## src/hw/rtl/mset_pkg.sv

```systemverilog
// Shared codes and types for the multi-slot event timer.
`default_nettype none

package mset_pkg;

   typedef logic [2:0] code_type;

   // Request types
   localparam code_type REQ_TICK   = 3'd0;
   localparam code_type REQ_SET    = 3'd1;
   localparam code_type REQ_REMOVE = 3'd2;
   localparam code_type REQ_PAUSE  = 3'd3;
   localparam code_type REQ_RESUME = 3'd4;

   // Result kinds
   localparam code_type KIND_FIRED = 3'd0;
   localparam code_type KIND_SET   = 3'd1;
   localparam code_type KIND_FULL  = 3'd2;
   localparam code_type KIND_DONE  = 3'd3;
   localparam code_type KIND_NONE  = 3'd4;

   localparam int DELTA_WIDTH    = 20;
   localparam int DURATION_WIDTH = 32;
   localparam int SLOT_WIDTH     = 4;

endpackage

`default_nettype wire

```

## src/hw/rtl/mset_if.sv

```systemverilog
// Valid/ready channel interfaces for timer requests and results.
`default_nettype none

interface mset_req_if
   import mset_pkg::*;
   ();
   logic                      valid;
   logic                      ready;
   code_type                  req_type;
   logic [DELTA_WIDTH-1:0]    delta;
   logic [DURATION_WIDTH-1:0] duration;
   logic                      repeat_req;
   logic [SLOT_WIDTH-1:0]     slot;

   modport source (output valid, req_type, delta, duration, repeat_req, slot,
                   input ready);
   modport sink   (input valid, req_type, delta, duration, repeat_req, slot,
                   output ready);
endinterface

interface mset_rsp_if
   import mset_pkg::*;
   ();
   logic                  valid;
   logic                  ready;
   code_type              kind;
   logic [SLOT_WIDTH-1:0] slot_out;
   logic                  last;

   modport source (output valid, kind, slot_out, last, input ready);
   modport sink   (input valid, kind, slot_out, last, output ready);
endinterface

`default_nettype wire

```

## src/hw/rtl/multi_slot_event_timer.sv

```systemverilog
// Top level of the multi-slot event timer.
//
// A table of NUM_SLOTS interval timers. Set, remove, pause, resume and
// unknown requests answer with a single result. A tick sweeps the slot
// RAM in ascending order, one slot per cycle while the sweep is not
// stalled, through its registered read; its closing result is registered
// once every slot has been handled, as the block returns to idle. A fire
// or closing result that waits on a full result register holds the tick;
// a stalled sweep re-reads the waiting slot. Period, reload flag and
// elapsed time live in the RAM, valid and pause bits in flops that reset
// clears, so no clearing pass is needed after reset. A request is taken
// only when the block is idle and the result register is free or being
// emptied.
`default_nettype none

module multi_slot_event_timer
   import mset_pkg::*;
#(
   parameter int NUM_SLOTS  = 16,
   parameter int TIME_WIDTH = 32
) (
   input wire logic clock,
   input wire logic reset,
   mset_req_if.sink   req_chan,
   mset_rsp_if.source rsp_chan
);
   localparam int IW = (NUM_SLOTS > 1) ? $clog2(NUM_SLOTS) : 1;
   localparam int TW = TIME_WIDTH;
   localparam int RW = 2 * TW + 1;

   localparam logic ST_IDLE = 1'b0;
   localparam logic ST_TICK = 1'b1;

   logic                   state_ff, state_in;
   logic [NUM_SLOTS-1:0]   valid_ff, valid_in;
   logic [NUM_SLOTS-1:0]   paused_ff, paused_in;
   logic [IW:0]            issue_ff, issue_in;
   logic                   ev_valid_ff, ev_valid_in;
   logic [IW-1:0]          ev_idx_ff, ev_idx_in;
   logic [DELTA_WIDTH-1:0] delta_ff, delta_in;

   logic                  rsp_valid_ff, rsp_valid_in;
   code_type              rsp_kind_ff, rsp_kind_in;
   logic [SLOT_WIDTH-1:0] rsp_slot_ff, rsp_slot_in;
   logic                  rsp_last_ff, rsp_last_in;

   logic          wr_en;
   logic [IW-1:0] wr_addr;
   logic [RW-1:0] wr_data;
   logic [IW-1:0] rd_addr;
   logic [RW-1:0] rd_data;

   logic          alloc_found;
   logic [IW-1:0] alloc_idx;

   logic          out_free;
   logic          req_accept;

   mset_ram #(
      .WIDTH (RW),
      .DEPTH (NUM_SLOTS)
   ) u_slot_ram (
      .clock   (clock),
      .wr_en   (wr_en),
      .wr_addr (wr_addr),
      .wr_data (wr_data),
      .rd_addr (rd_addr),
      .rd_data (rd_data)
   );

   mset_alloc #(
      .NUM_SLOTS (NUM_SLOTS)
   ) u_alloc (
      .valid_bits (valid_ff),
      .found      (alloc_found),
      .idx        (alloc_idx)
   );

   assign out_free       = !rsp_valid_ff || rsp_chan.ready;
   assign req_chan.ready = (state_ff == ST_IDLE) && out_free;
   assign req_accept     = req_chan.valid && req_chan.ready;

   assign rsp_chan.valid    = rsp_valid_ff;
   assign rsp_chan.kind     = rsp_kind_ff;
   assign rsp_chan.slot_out = rsp_slot_ff;
   assign rsp_chan.last     = rsp_last_ff;

   always_comb begin
      logic          rd_reload;
      logic [TW-1:0] rd_period;
      logic [TW-1:0] rd_elapsed;
      logic [63:0]   delta_wide;
      logic          delta_hi;
      logic [TW:0]   sum;
      logic [TW-1:0] sum_sat;
      logic          ev_active;
      logic          fire;
      logic          stall;
      logic [63:0]   dur_wide;
      logic          slot_ok;
      logic [IW-1:0] slot_idx;

      state_in     = state_ff;
      valid_in     = valid_ff;
      paused_in    = paused_ff;
      issue_in     = issue_ff;
      ev_valid_in  = ev_valid_ff;
      ev_idx_in    = ev_idx_ff;
      delta_in     = delta_ff;
      rsp_valid_in = rsp_valid_ff && !rsp_chan.ready;
      rsp_kind_in  = rsp_kind_ff;
      rsp_slot_in  = rsp_slot_ff;
      rsp_last_in  = rsp_last_ff;
      wr_en        = 1'b0;
      wr_addr      = ev_idx_ff;
      wr_data      = rd_data;
      rd_addr      = '0;

      {rd_reload, rd_period, rd_elapsed} = rd_data;

      // saturating add; a delta wider than the time word saturates at once
      delta_wide = {{(64 - DELTA_WIDTH){1'b0}}, delta_ff};
      delta_hi   = (delta_wide >> TW) != 64'd0;
      sum        = {1'b0, rd_elapsed} + {1'b0, delta_wide[TW-1:0]};
      sum_sat    = (sum[TW] || delta_hi) ? {TW{1'b1}} : sum[TW-1:0];

      ev_active = ev_valid_ff && valid_ff[ev_idx_ff] && !paused_ff[ev_idx_ff];
      fire      = sum_sat >= rd_period;
      stall     = ev_active && fire && !out_free;

      dur_wide = {{(64 - DURATION_WIDTH){1'b0}}, req_chan.duration};
      slot_ok  = 9'(req_chan.slot) < 9'(NUM_SLOTS);
      slot_idx = IW'(req_chan.slot);

      unique case (state_ff)
         ST_IDLE: begin
            if (req_accept) begin
               rsp_valid_in = 1'b1;
               rsp_last_in  = 1'b1;
               rsp_kind_in  = KIND_DONE;
               rsp_slot_in  = '0;
               priority if (req_chan.req_type == REQ_TICK) begin
                  rsp_valid_in = 1'b0;
                  state_in     = ST_TICK;
                  issue_in     = '0;
                  ev_valid_in  = 1'b0;
                  delta_in     = req_chan.delta;
               end else if (req_chan.req_type == REQ_SET) begin
                  if (alloc_found) begin
                     wr_en                = 1'b1;
                     wr_addr              = alloc_idx;
                     wr_data              = {req_chan.repeat_req, dur_wide[TW-1:0],
                                             {TW{1'b0}}};
                     valid_in[alloc_idx]  = 1'b1;
                     paused_in[alloc_idx] = 1'b0;
                     rsp_kind_in          = KIND_SET;
                     rsp_slot_in          = SLOT_WIDTH'(alloc_idx);
                  end else begin
                     rsp_kind_in = KIND_FULL;
                  end
               end else if (req_chan.req_type == REQ_REMOVE ||
                            req_chan.req_type == REQ_PAUSE ||
                            req_chan.req_type == REQ_RESUME) begin
                  rsp_slot_in = req_chan.slot;
                  if (!(slot_ok && valid_ff[slot_idx])) begin
                     rsp_kind_in = KIND_NONE;
                  end else begin
                     unique case (req_chan.req_type)
                        REQ_REMOVE: begin
                           valid_in[slot_idx]  = 1'b0;
                           paused_in[slot_idx] = 1'b0;
                        end
                        REQ_PAUSE:  paused_in[slot_idx] = 1'b1;
                        default:    paused_in[slot_idx] = 1'b0;
                     endcase
                  end
               end else begin
                  // unknown request types only answer done
                  rsp_kind_in = KIND_DONE;
               end
            end
         end

         ST_TICK: begin
            if (stall) begin
               // re-read the waiting slot so its data is present next cycle
               rd_addr = ev_idx_ff;
            end else begin
               if (issue_ff < (IW + 1)'(NUM_SLOTS)) begin
                  rd_addr     = issue_ff[IW-1:0];
                  ev_valid_in = 1'b1;
                  ev_idx_in   = issue_ff[IW-1:0];
                  issue_in    = issue_ff + (IW + 1)'(1);
               end else begin
                  ev_valid_in = 1'b0;
               end

               if (ev_active) begin
                  wr_en   = 1'b1;
                  wr_addr = ev_idx_ff;
                  wr_data = {rd_reload, rd_period, fire ? {TW{1'b0}} : sum_sat};
                  if (fire) begin
                     rsp_valid_in = 1'b1;
                     rsp_kind_in  = KIND_FIRED;
                     rsp_slot_in  = SLOT_WIDTH'(ev_idx_ff);
                     rsp_last_in  = 1'b0;
                     if (!rd_reload) begin
                        valid_in[ev_idx_ff]  = 1'b0;
                        paused_in[ev_idx_ff] = 1'b0;
                     end
                  end
               end
            end

            if (!ev_valid_ff && issue_ff == (IW + 1)'(NUM_SLOTS) && out_free) begin
               rsp_valid_in = 1'b1;
               rsp_kind_in  = KIND_DONE;
               rsp_slot_in  = '0;
               rsp_last_in  = 1'b1;
               state_in     = ST_IDLE;
            end
         end

         default: state_in = ST_IDLE;
      endcase
   end

   always_ff @(posedge clock) begin
      if (reset) begin
         state_ff     <= ST_IDLE;
         valid_ff     <= '0;
         paused_ff    <= '0;
         issue_ff     <= '0;
         ev_valid_ff  <= 1'b0;
         rsp_valid_ff <= 1'b0;
      end else begin
         state_ff     <= state_in;
         valid_ff     <= valid_in;
         paused_ff    <= paused_in;
         issue_ff     <= issue_in;
         ev_valid_ff  <= ev_valid_in;
         rsp_valid_ff <= rsp_valid_in;
      end
      ev_idx_ff   <= ev_idx_in;
      delta_ff    <= delta_in;
      rsp_kind_ff <= rsp_kind_in;
      rsp_slot_ff <= rsp_slot_in;
      rsp_last_ff <= rsp_last_in;
   end

endmodule

`default_nettype wire

```

## src/hw/rtl/mset_ram.sv

```systemverilog
// Generic simple dual-port RAM with registered read.
`default_nettype none

module mset_ram #(
   parameter int WIDTH = 8,
   parameter int DEPTH = 16,
   localparam int AW = (DEPTH > 1) ? $clog2(DEPTH) : 1
) (
   input  wire logic             clock,
   input  wire logic             wr_en,
   input  wire logic [AW-1:0]    wr_addr,
   input  wire logic [WIDTH-1:0] wr_data,
   input  wire logic [AW-1:0]    rd_addr,
   output      logic [WIDTH-1:0] rd_data
);
   logic [WIDTH-1:0] mem_ff [DEPTH];
   logic [WIDTH-1:0] rd_data_ff;

   always_ff @(posedge clock) begin
      if (wr_en) begin
         mem_ff[wr_addr] <= wr_data;
      end
      rd_data_ff <= mem_ff[rd_addr];
   end

   assign rd_data = rd_data_ff;

endmodule

`default_nettype wire

```

## src/hw/rtl/mset_alloc.sv

```systemverilog
// Lowest free slot finder over the valid bits.
`default_nettype none

module mset_alloc #(
   parameter int NUM_SLOTS = 16,
   localparam int IW = (NUM_SLOTS > 1) ? $clog2(NUM_SLOTS) : 1
) (
   input  wire logic [NUM_SLOTS-1:0] valid_bits,
   output      logic                 found,
   output      logic [IW-1:0]        idx
);
   always_comb begin
      found = 1'b0;
      idx   = '0;
      // walk downwards so the lowest free slot wins
      for (int i = NUM_SLOTS - 1; i >= 0; i--) begin
         if (!valid_bits[i]) begin
            found = 1'b1;
            idx   = IW'(i);
         end
      end
   end

endmodule

`default_nettype wire
```

## src/flat_wrapper.sv

```systemverilog
// flat-port wrapper written by rule: the top's interface ports become plain ports
module multi_slot_event_timer_flat import mset_pkg::*;
#(
   parameter int NUM_SLOTS  = 16,
   parameter int TIME_WIDTH = 32
)
  (clock, reset, req_chan_valid, req_chan_req_type, req_chan_delta, req_chan_duration, req_chan_repeat_req, req_chan_slot, req_chan_ready, rsp_chan_valid, rsp_chan_kind, rsp_chan_slot_out, rsp_chan_last, rsp_chan_ready);
  mset_req_if req_chan_i ();
  mset_rsp_if rsp_chan_i ();
  input wire logic clock;
  input wire logic reset;
  input wire logic [$bits(req_chan_i.valid)-1:0] req_chan_valid;
  input wire logic [$bits(req_chan_i.req_type)-1:0] req_chan_req_type;
  input wire logic [$bits(req_chan_i.delta)-1:0] req_chan_delta;
  input wire logic [$bits(req_chan_i.duration)-1:0] req_chan_duration;
  input wire logic [$bits(req_chan_i.repeat_req)-1:0] req_chan_repeat_req;
  input wire logic [$bits(req_chan_i.slot)-1:0] req_chan_slot;
  output wire logic [$bits(req_chan_i.ready)-1:0] req_chan_ready;
  output wire logic [$bits(rsp_chan_i.valid)-1:0] rsp_chan_valid;
  output wire logic [$bits(rsp_chan_i.kind)-1:0] rsp_chan_kind;
  output wire logic [$bits(rsp_chan_i.slot_out)-1:0] rsp_chan_slot_out;
  output wire logic [$bits(rsp_chan_i.last)-1:0] rsp_chan_last;
  input wire logic [$bits(rsp_chan_i.ready)-1:0] rsp_chan_ready;
  assign req_chan_i.valid = req_chan_valid;
  assign req_chan_i.req_type = req_chan_req_type;
  assign req_chan_i.delta = req_chan_delta;
  assign req_chan_i.duration = req_chan_duration;
  assign req_chan_i.repeat_req = req_chan_repeat_req;
  assign req_chan_i.slot = req_chan_slot;
  assign req_chan_ready = req_chan_i.ready;
  assign rsp_chan_valid = rsp_chan_i.valid;
  assign rsp_chan_kind = rsp_chan_i.kind;
  assign rsp_chan_slot_out = rsp_chan_i.slot_out;
  assign rsp_chan_last = rsp_chan_i.last;
  assign rsp_chan_i.ready = rsp_chan_ready;
  multi_slot_event_timer #(.NUM_SLOTS(NUM_SLOTS), .TIME_WIDTH(TIME_WIDTH)) u_core (.clock(clock), .reset(reset), .req_chan(req_chan_i), .rsp_chan(rsp_chan_i));
endmodule
```

## config.mk

```make
export PLATFORM = sky130hd
export DESIGN_NAME = multi_slot_event_timer_flat
export DESIGN_NICKNAME = d
export VERILOG_FILES = /design/src/hw/rtl/mset_pkg.sv /design/src/hw/rtl/mset_if.sv /design/src/hw/rtl/multi_slot_event_timer.sv /design/src/hw/rtl/mset_ram.sv /design/src/hw/rtl/mset_alloc.sv /design/src/flat_wrapper.sv
export SDC_FILE = /design/constraint.sdc
export NUM_CORES = 2
export LEC_CHECK = 0
export ABC_CLOCK_PERIOD_IN_PS = 12970
export BUFFER_PORTS_ARGS = -buffer_cell sky130_fd_sc_hd__buf_2
export CORE_MARGIN = 2
export CORE_UTILIZATION = 52
export DETAILED_ROUTE_END_ITERATION = 10
export PLACE_DENSITY_LB_ADDON = 0.2
export SYNTH_ARGS = -nofsm -noshare
export SYNTH_HDL_FRONTEND = slang
export SYNTH_SLANG_ARGS = --single-unit
```

## constraint.sdc

```tcl
create_clock -name clock -period 12.97 [get_ports clock]
set_clock_uncertainty 0.1 [all_clocks]
set_input_delay 1.9455 -clock clock [delete_from_list [all_inputs] [get_ports clock]]
set_output_delay 1.9455 -clock clock [all_outputs]
set_load 0.03 [all_outputs]
```

=== Word-level counts from Yosys, hierarchy flattened ===
Memories as Yosys holds them, arrays and structs flattened. A register that Yosys moved wholly into a read port is not among the register bits.
Cells that the tools add are included.

* Memories kept: 1
* Output and inout bits: 10
* RAM bits: 1,040
* Bits in registers: 72
* Logic and storage cells: 224

* Reductions and logical operators: 28
* Bitwise operators: 12
* Eq/ne operators: 20
* Multiplexer cells: 142
* Magnitude comparators: 8
* $add $sub $neg: 2

{| class="wikitable"
|+ Memory list
! name !! depth !! bits a word !! read ports !! clocked after memory_dff !! wr ports !! RTL line !! text
|-
| u_core.u_slot_ram.mem_ff || 16 || 65 || 1 || 1 || 1 || mset_ram.sv:16 || <nowiki>logic [WIDTH-1:0] mem_ff [DEPTH];</nowiki>
|}

{| class="wikitable"
|+ Operators with widths
! kind !! count
|-
| 16-bit two-way mux || 22
|-
| 65-bit two-way mux || 4
|-
| 65-bit one-hot mux with 2 select lines || 1
|-
| 32-bit two-way mux || 4
|-
| 4-bit two-way mux || 32
|-
| 16-bit AND || 5
|-
| 16-bit one-hot mux with 2 select lines || 2
|-
| 1-bit two-way mux || 48
|-
| 16-bit NOT || 3
|-
| 32-bit by 20-bit adder with 33-bit output || 1
|-
| 32-bit greater-or-equal comparator || 1
|-
| 16-bit bitwise OR || 2
|-
| 3-bit two-way mux || 9
|-
| 5-bit two-way mux || 4
|-
| 3-bit != test, second input constant || 6
|-
| 4-bit one-hot mux with 2 select lines || 2
|-
| 4-bit by 5-bit less-than comparator with 1-bit output, second input constant || 3
|-
| 2-bit != test, second input constant || 7
|-
| 1-bit binary-select mux with 4-bit select || 3
|-
| 1-bit demux with 4-bit select || 3
|-
| 4-bit by 1-bit greater-or-equal comparator with 1-bit output, second input constant || 3
|-
| 1-bit logical AND || 12
|-
| 1-bit one-hot mux with 2 select lines || 5
|-
| 5-bit one-hot mux with 2 select lines || 1
|-
| 18 further kinds || 29
|}

=== Depth between registers and ports, before layout ===
* Depth after elaboration: 27
* Mapped depth: 27
* Gate-level depth less buffers: 24

=== Modules after synthesis ===
From an unflattened synthesis, not the netlist that was laid out.

* Cell total of the unflattened synthesis: 2,652
* Area, all modules: 47,819.6 um^2

{| class="wikitable"
|+ Modules (own cells, without submodules)
! module !! times used !! cells each !! area an instance (um^2)
|-
| mset_ram || 1 || 1,673 || 40,243.6
|-
| multi_slot_event_timer || 1 || 945 || 7,409.6
|-
| mset_alloc || 1 || 34 || 166.4
|}

=== Least setup slack after synthesis ===
Ideal clock, no wire load.

* Path type: reg-to-reg
* From: register u_core.delta_ff[0]
* To: memory u_core.u_slot_ram.mem_ff[6][0] in the netlist's numbering, enable pin
* Path slack: 4.627 ns
* Cell stages (with the launch flop): 26
* Required time: 12.382 ns
* Setup time: 0.488 ns
* Period minus slack after synthesis: 8.343 ns
* Arrival time: 7.755 ns
* Path through: edfxtp_1 ha_1 fa_1 a21oi_1 o21bai_1 a2111oi_2 o31ai_1 a211oi_2 o31ai_1 and3b_1 clkbuf_1 nand2_1 buf_2 o21ai_0 ha_1 a21o_1 a21o_1 a22oi_1 o211ai_1 a31o_2 a21oi_1 a21oi_1 clkbuf_1 nor2_1 nand2_1 nor2_1

* Word-level cells in the longest chain between the ends: 9

{| class="wikitable"
|+ RTL lines
! item !! RTL line !! text
|-
| start, declared || multi_slot_event_timer.sv:40 || <nowiki>logic [DELTA_WIDTH-1:0] delta_ff, delta_in;</nowiki>
|-
| start signal, assigned || multi_slot_event_timer.sv:245 || <nowiki>delta_ff <= delta_in;</nowiki>
|-
| 32-bit by 20-bit adder with 33-bit output || multi_slot_event_timer.sv:124 || <nowiki>sum = {1'b0, rd_elapsed} + {1'b0, delta_wide[TW-1:0]};</nowiki>
|-
| 32-bit two-way mux || multi_slot_event_timer.sv:125 || <nowiki>sum_sat = (sum[TW] || delta_hi) ? {TW{1'b1}} : sum[TW-1:0];</nowiki>
|-
| 32-bit greater-or-equal comparator || multi_slot_event_timer.sv:128 || <nowiki>fire = sum_sat >= rd_period;</nowiki>
|-
| 1-bit logical AND (2 in a row) || multi_slot_event_timer.sv:129 || <nowiki>stall = ev_active && fire && !out_free;</nowiki>
|-
| 1-bit two-way mux || multi_slot_event_timer.sv:185 || <nowiki>if (stall) begin</nowiki>
|-
| 1-bit one-hot mux with 2 select lines || multi_slot_event_timer.sv:135 || <nowiki>unique case (state_ff)</nowiki>
|-
| 1-bit two-way mux || mset_ram.sv:20 || <nowiki>if (wr_en) begin</nowiki>
|-
| 1-bit two-way mux (not written as such) || mset_ram.sv:21 || <nowiki>mem_ff[wr_addr] <= wr_data;</nowiki>
|-
| end, declared || mset_ram.sv:16 ||
|}

Every way passes these cells.

=== Worst setup path after layout ===
* From: register u_core.u_slot_ram.rd_data_ff[0], in the netlist u_core.u_slot_ram.rd_data[0], read port of u_core.u_slot_ram.mem_ff
* To: register u_core.u_slot_ram.rd_data_ff[48], in the netlist u_core.u_slot_ram.rd_data[48], read port of u_core.u_slot_ram.mem_ff

* Word-level cells in the longest chain between the ends: 7

{| class="wikitable"
|+ RTL lines
! item !! RTL line !! text
|-
| start, declared || mset_ram.sv:17 || <nowiki>logic [WIDTH-1:0] rd_data_ff;</nowiki>
|-
| 32-bit by 20-bit adder with 33-bit output || multi_slot_event_timer.sv:124 ||
|-
| 32-bit two-way mux || multi_slot_event_timer.sv:125 ||
|-
| 32-bit greater-or-equal comparator || multi_slot_event_timer.sv:128 ||
|-
| 1-bit logical AND (2 in a row) || multi_slot_event_timer.sv:129 ||
|-
| 4-bit two-way mux || multi_slot_event_timer.sv:185 ||
|-
| 4-bit two-way mux || multi_slot_event_timer.sv:135 ||
|}

Every way passes these cells.
A chain may end at the register's enable or synchronous reset.

==> flow_metrics.py <==
metrics = {
    "placed_design": {
        "hpwlAfterDp_mm": 72.3,
        "place_inst": 4525,
        "pre_cts_slack_ps": 3720,
        "io_buffers": 73,
        "dpl-instance-area_um2": 50400,
        "gp_congestion": 0.867,
    },
    "power": {
        "power_mw": 7.72,
        "leakagePower_nw": 17.2,
        "peakVddDrop_mv": 0.137,
        "powerDensity_nw_per_um2": 142,
    },
    "clock_tree": {
        "h-tree-depth": 3,
        "cts_tree": "done",
        "cts_hold_buf": 0,
        "cts_made_buffers": 116,
        "clkSinkCount": 1177,
        "clk_pin_slew_ps": 70,
        "clk_path_buf_depth": 3,
        "root_buffer": "clkbuf_16",
        "cts_resized": 0,
        "post-cts-setup-buffer-count": 0,
        "clk_latency_ps": 720,
    },
    "sta": {
        "rsz0062_at_grt": "false",
        "fin_crit_sh_pct": 72.7,
        "fmax_mhz": 106,
        "whs_ps": 369,
        "tns_ps": 0,
        "hold_violations": 0,
        "maxSlewViolCount": 0,
        "tightestPinTransition_ps": 1380,
        "min_period_ps": 9430,
        "setup_ws_ps": 3540,
        "maxSlewHeadroom_pct": 7.76,
        "setup_viol": 0,
    },
    "global_routing": {
        "grt_overflow": 0,
        "grt_max_degree": 128,
        "grtUsageTotal_pct": 28.0,
        "grt_pass1_vias": 29500,
        "antenna_found_initial": 3,
        "grt_first_pass_wirelength_mm": 196,
    },
    "job": {
        "maxCapViolCount": 0,
    },
    "floorplanning": {
        "die_w_um": 310,
        "io_pins": 74,
        "fp.dieH_um": 310,
        "dieArea_um2": 95900,
        "rows": 112,
        "core_area_um2": 92900,
        "initial_core_util_pct": 52.3,
    },
    "route": {
        "num_vias": 30300,
        "drcViolationCount": 0,
        "wirelength_mm": 134,
        "drtAntennaViolNets": 0,
        "first_iter_violations": 3756,
        "viasPerCell": 6.38,
        "wl_per_cell_um": 28.3,
        "drt-pass1-iter-count": 6,
    },
    "setup_path": {
        "required_ps": 13430,
        "endpoint_kind": "register",
        "start_kind": "register",
        "arrival_ps": 9890,
        "critPathMaxFanout": 127,
        "critical_path_class": "register to register",
    },
    "synth": {
        "synth-warning-count": 0,
        "syn_area_um2": 48600,
        "yosysSeqAreaShare_pct": 70.6,
        "synth-compound-area-share_pct": 9.98,
        "synth_top_area_share_pct": 66.3,
        "synth_top_family_by_area": "compound AO/OA/AOI/OAI gates",
        "yosys.area.top_type": "edfxtp_1",
        "ys_async_sr_fraction_pct": 0,
        "synth.distinct_cells": 79,
        "synthAdderAreaFrac_pct": 1.43,
        "synthXorXnorAreaFrac_pct": 0.433,
        "ys_ff_latch": 1177,
        "synth_edf_count": 1072,
        "avgSynthCellArea_um2": 14.6,
        "muxShareOfSynthArea_pct": 8.63,
        "synthTopCellsByArea": "edfxtp_1 66%, mux2i_1 8.1%, dfxtp_1 4.3%",
        "synth_cells": 3329,
        "yosys.area_share.simple_pct": 6.51,
        "syn_nets": 3448,
        "synth_ff_type": "edfxtp_1",
    },
    "layout": {
        "drive_gt1_share_pct": 11.5,
        "syn2layout_area_growth_pct": 12.0,
        "stdcell_count": 4743,
        "fin_area_um2": 54400,
        "fin_util_pct": 58.5,
        "layout_common_cells": "1072 x edfxtp_1, 395 x mux2i_1, 278 x nand2_1, 154 x a21oi_1, 135 x o22ai_1",
        "final_common_cell": "edfxtp_1",
        "nets": 3508,
    },
    "run_status": {
        "status": "finished, final reports clean",
    },
    "min_path": {
        "worstHoldPathType": "register to register",
    },
}
==> final cells by class <==
type                    count  area, µm²
well taps                1254       1570
inverters                  56        210
clock buffers             135       3050
flip-flops and latches   1177      34300
clock inverters            82        916
diodes                      1       2.50
fillers                  7110      38500
multi-input cells        1888      13400
repair buffers            150        968
==> cell families (layout without fill, tap and decap cells) <==
logic type | count (synthesis) | after routing
muxes | 407 | 407
other | 0 | 1
buffers and inverters | 264 | 423
and+or+nand+nor | 653 | 653
AOI/OAI and AO/OA | 749 | 749
DFF | 1177 | 1177
adders and majority gates | 55 | 55
xor gates and xnor gates | 24 | 24
==> critical path, cell delays in order, from the launching register on <==
cell and delay (ps):
dfxtp_1 340, ha_1 190, fa_1 220, a21oi_1 80, o21bai_1 320, a2111oi_2 150, o31ai_1 520, a211oi_2 180
o31ai_1 500, nand3b_1 350, nor2_1 820, nor3_1 110, a31oi_1 220, ha_1 180, nand4_1 140, nor4_1 530
a22oi_1 180, o211ai_1 200, a31o_2 330, nand3_4 410, a21oi_4 730, buf_12 680, buf_4 680, mux2i_1 250
o221ai_1 140, or4_1 560
==> flip-flops by register name, summed over array words and instances (netlist names), named ones only <==
signal                     flops
u_core.state_ff                1
u_core.u_slot_ram.mem_ff    1040
u_core.u_slot_ram.rd_data     65
u_core.valid_ff               16
u_core.ev_idx_ff               4
u_core.issue_ff                5
u_core.delta_ff               20
u_core.rsp_chan.kind           3
u_core.rsp_chan.last           1
u_core.rsp_chan.valid          1
u_core.rsp_chan.slot_out       4
u_core.ev_valid_ff             1
==> Yosys cell counts, drive strengths merged, types with 6 or more instances <==
cell,count
o211ai,8
a21oi,156
o22ai,135
nor3,20
o31ai,11
a31oi,30
o21a,7
xor2,8
mux2i,395
nand2b,6
and2,7
buf,100
or3,10
o221ai,65
inv,56
or4,67
mux4,9
nand2,280
edfxtp,1072
nand3,101
xnor2,16
nand3b,8
o21ai,159
ha,54
a22o,23
a211oi,13
nand4,15
and3,6
clkbuf,108
dfxtp,105
nor2b,19
a21o,85
nor2,90
==> report_power, final <==
group | leakage [nW] | internal [mW] | switching, mW | total [mW]
Sequential | 10.5 | 4.11 | 0.00601 | 4.12
Combinational | 4.79 | 0.0337 | 0.0925 | 0.126
Clock | 1.93 | 2.04 | 1.44 | 3.48
==> worst paths after layout <==
| kind | slack, ps | start | cells after the start | to |
|---|---|---|---|---|
| worst max-delay path | 3540 | u_core.u_slot_ram.rd_data[0] | 25 | u_core.u_slot_ram.rd_data[48] |
| worst min register to register | 370 | register | 2 | register |
| worst max register to register | 3540 | u_core.u_slot_ram.rd_data[0] | 25 | u_core.u_slot_ram.rd_data[48] |
| worst min-delay path | 370 | register | 2 | register |
==> metal layers <==
| metal | GRT usage (%) | routed length [µm] | up-vias |
|---|---|---|---|
| met5 | 0 | 10 | - |
| met3 | 3.81 | 11100 | 272 |
| met1 | 39.1 | 55000 | 15300 |
| li1 | - | - | 13100 |
| met4 | 10.1 | 4420 | 2 |
| met2 | 45.3 | 63900 | 1549 |
Note: power is estimated with default switching activity, not from simulation.
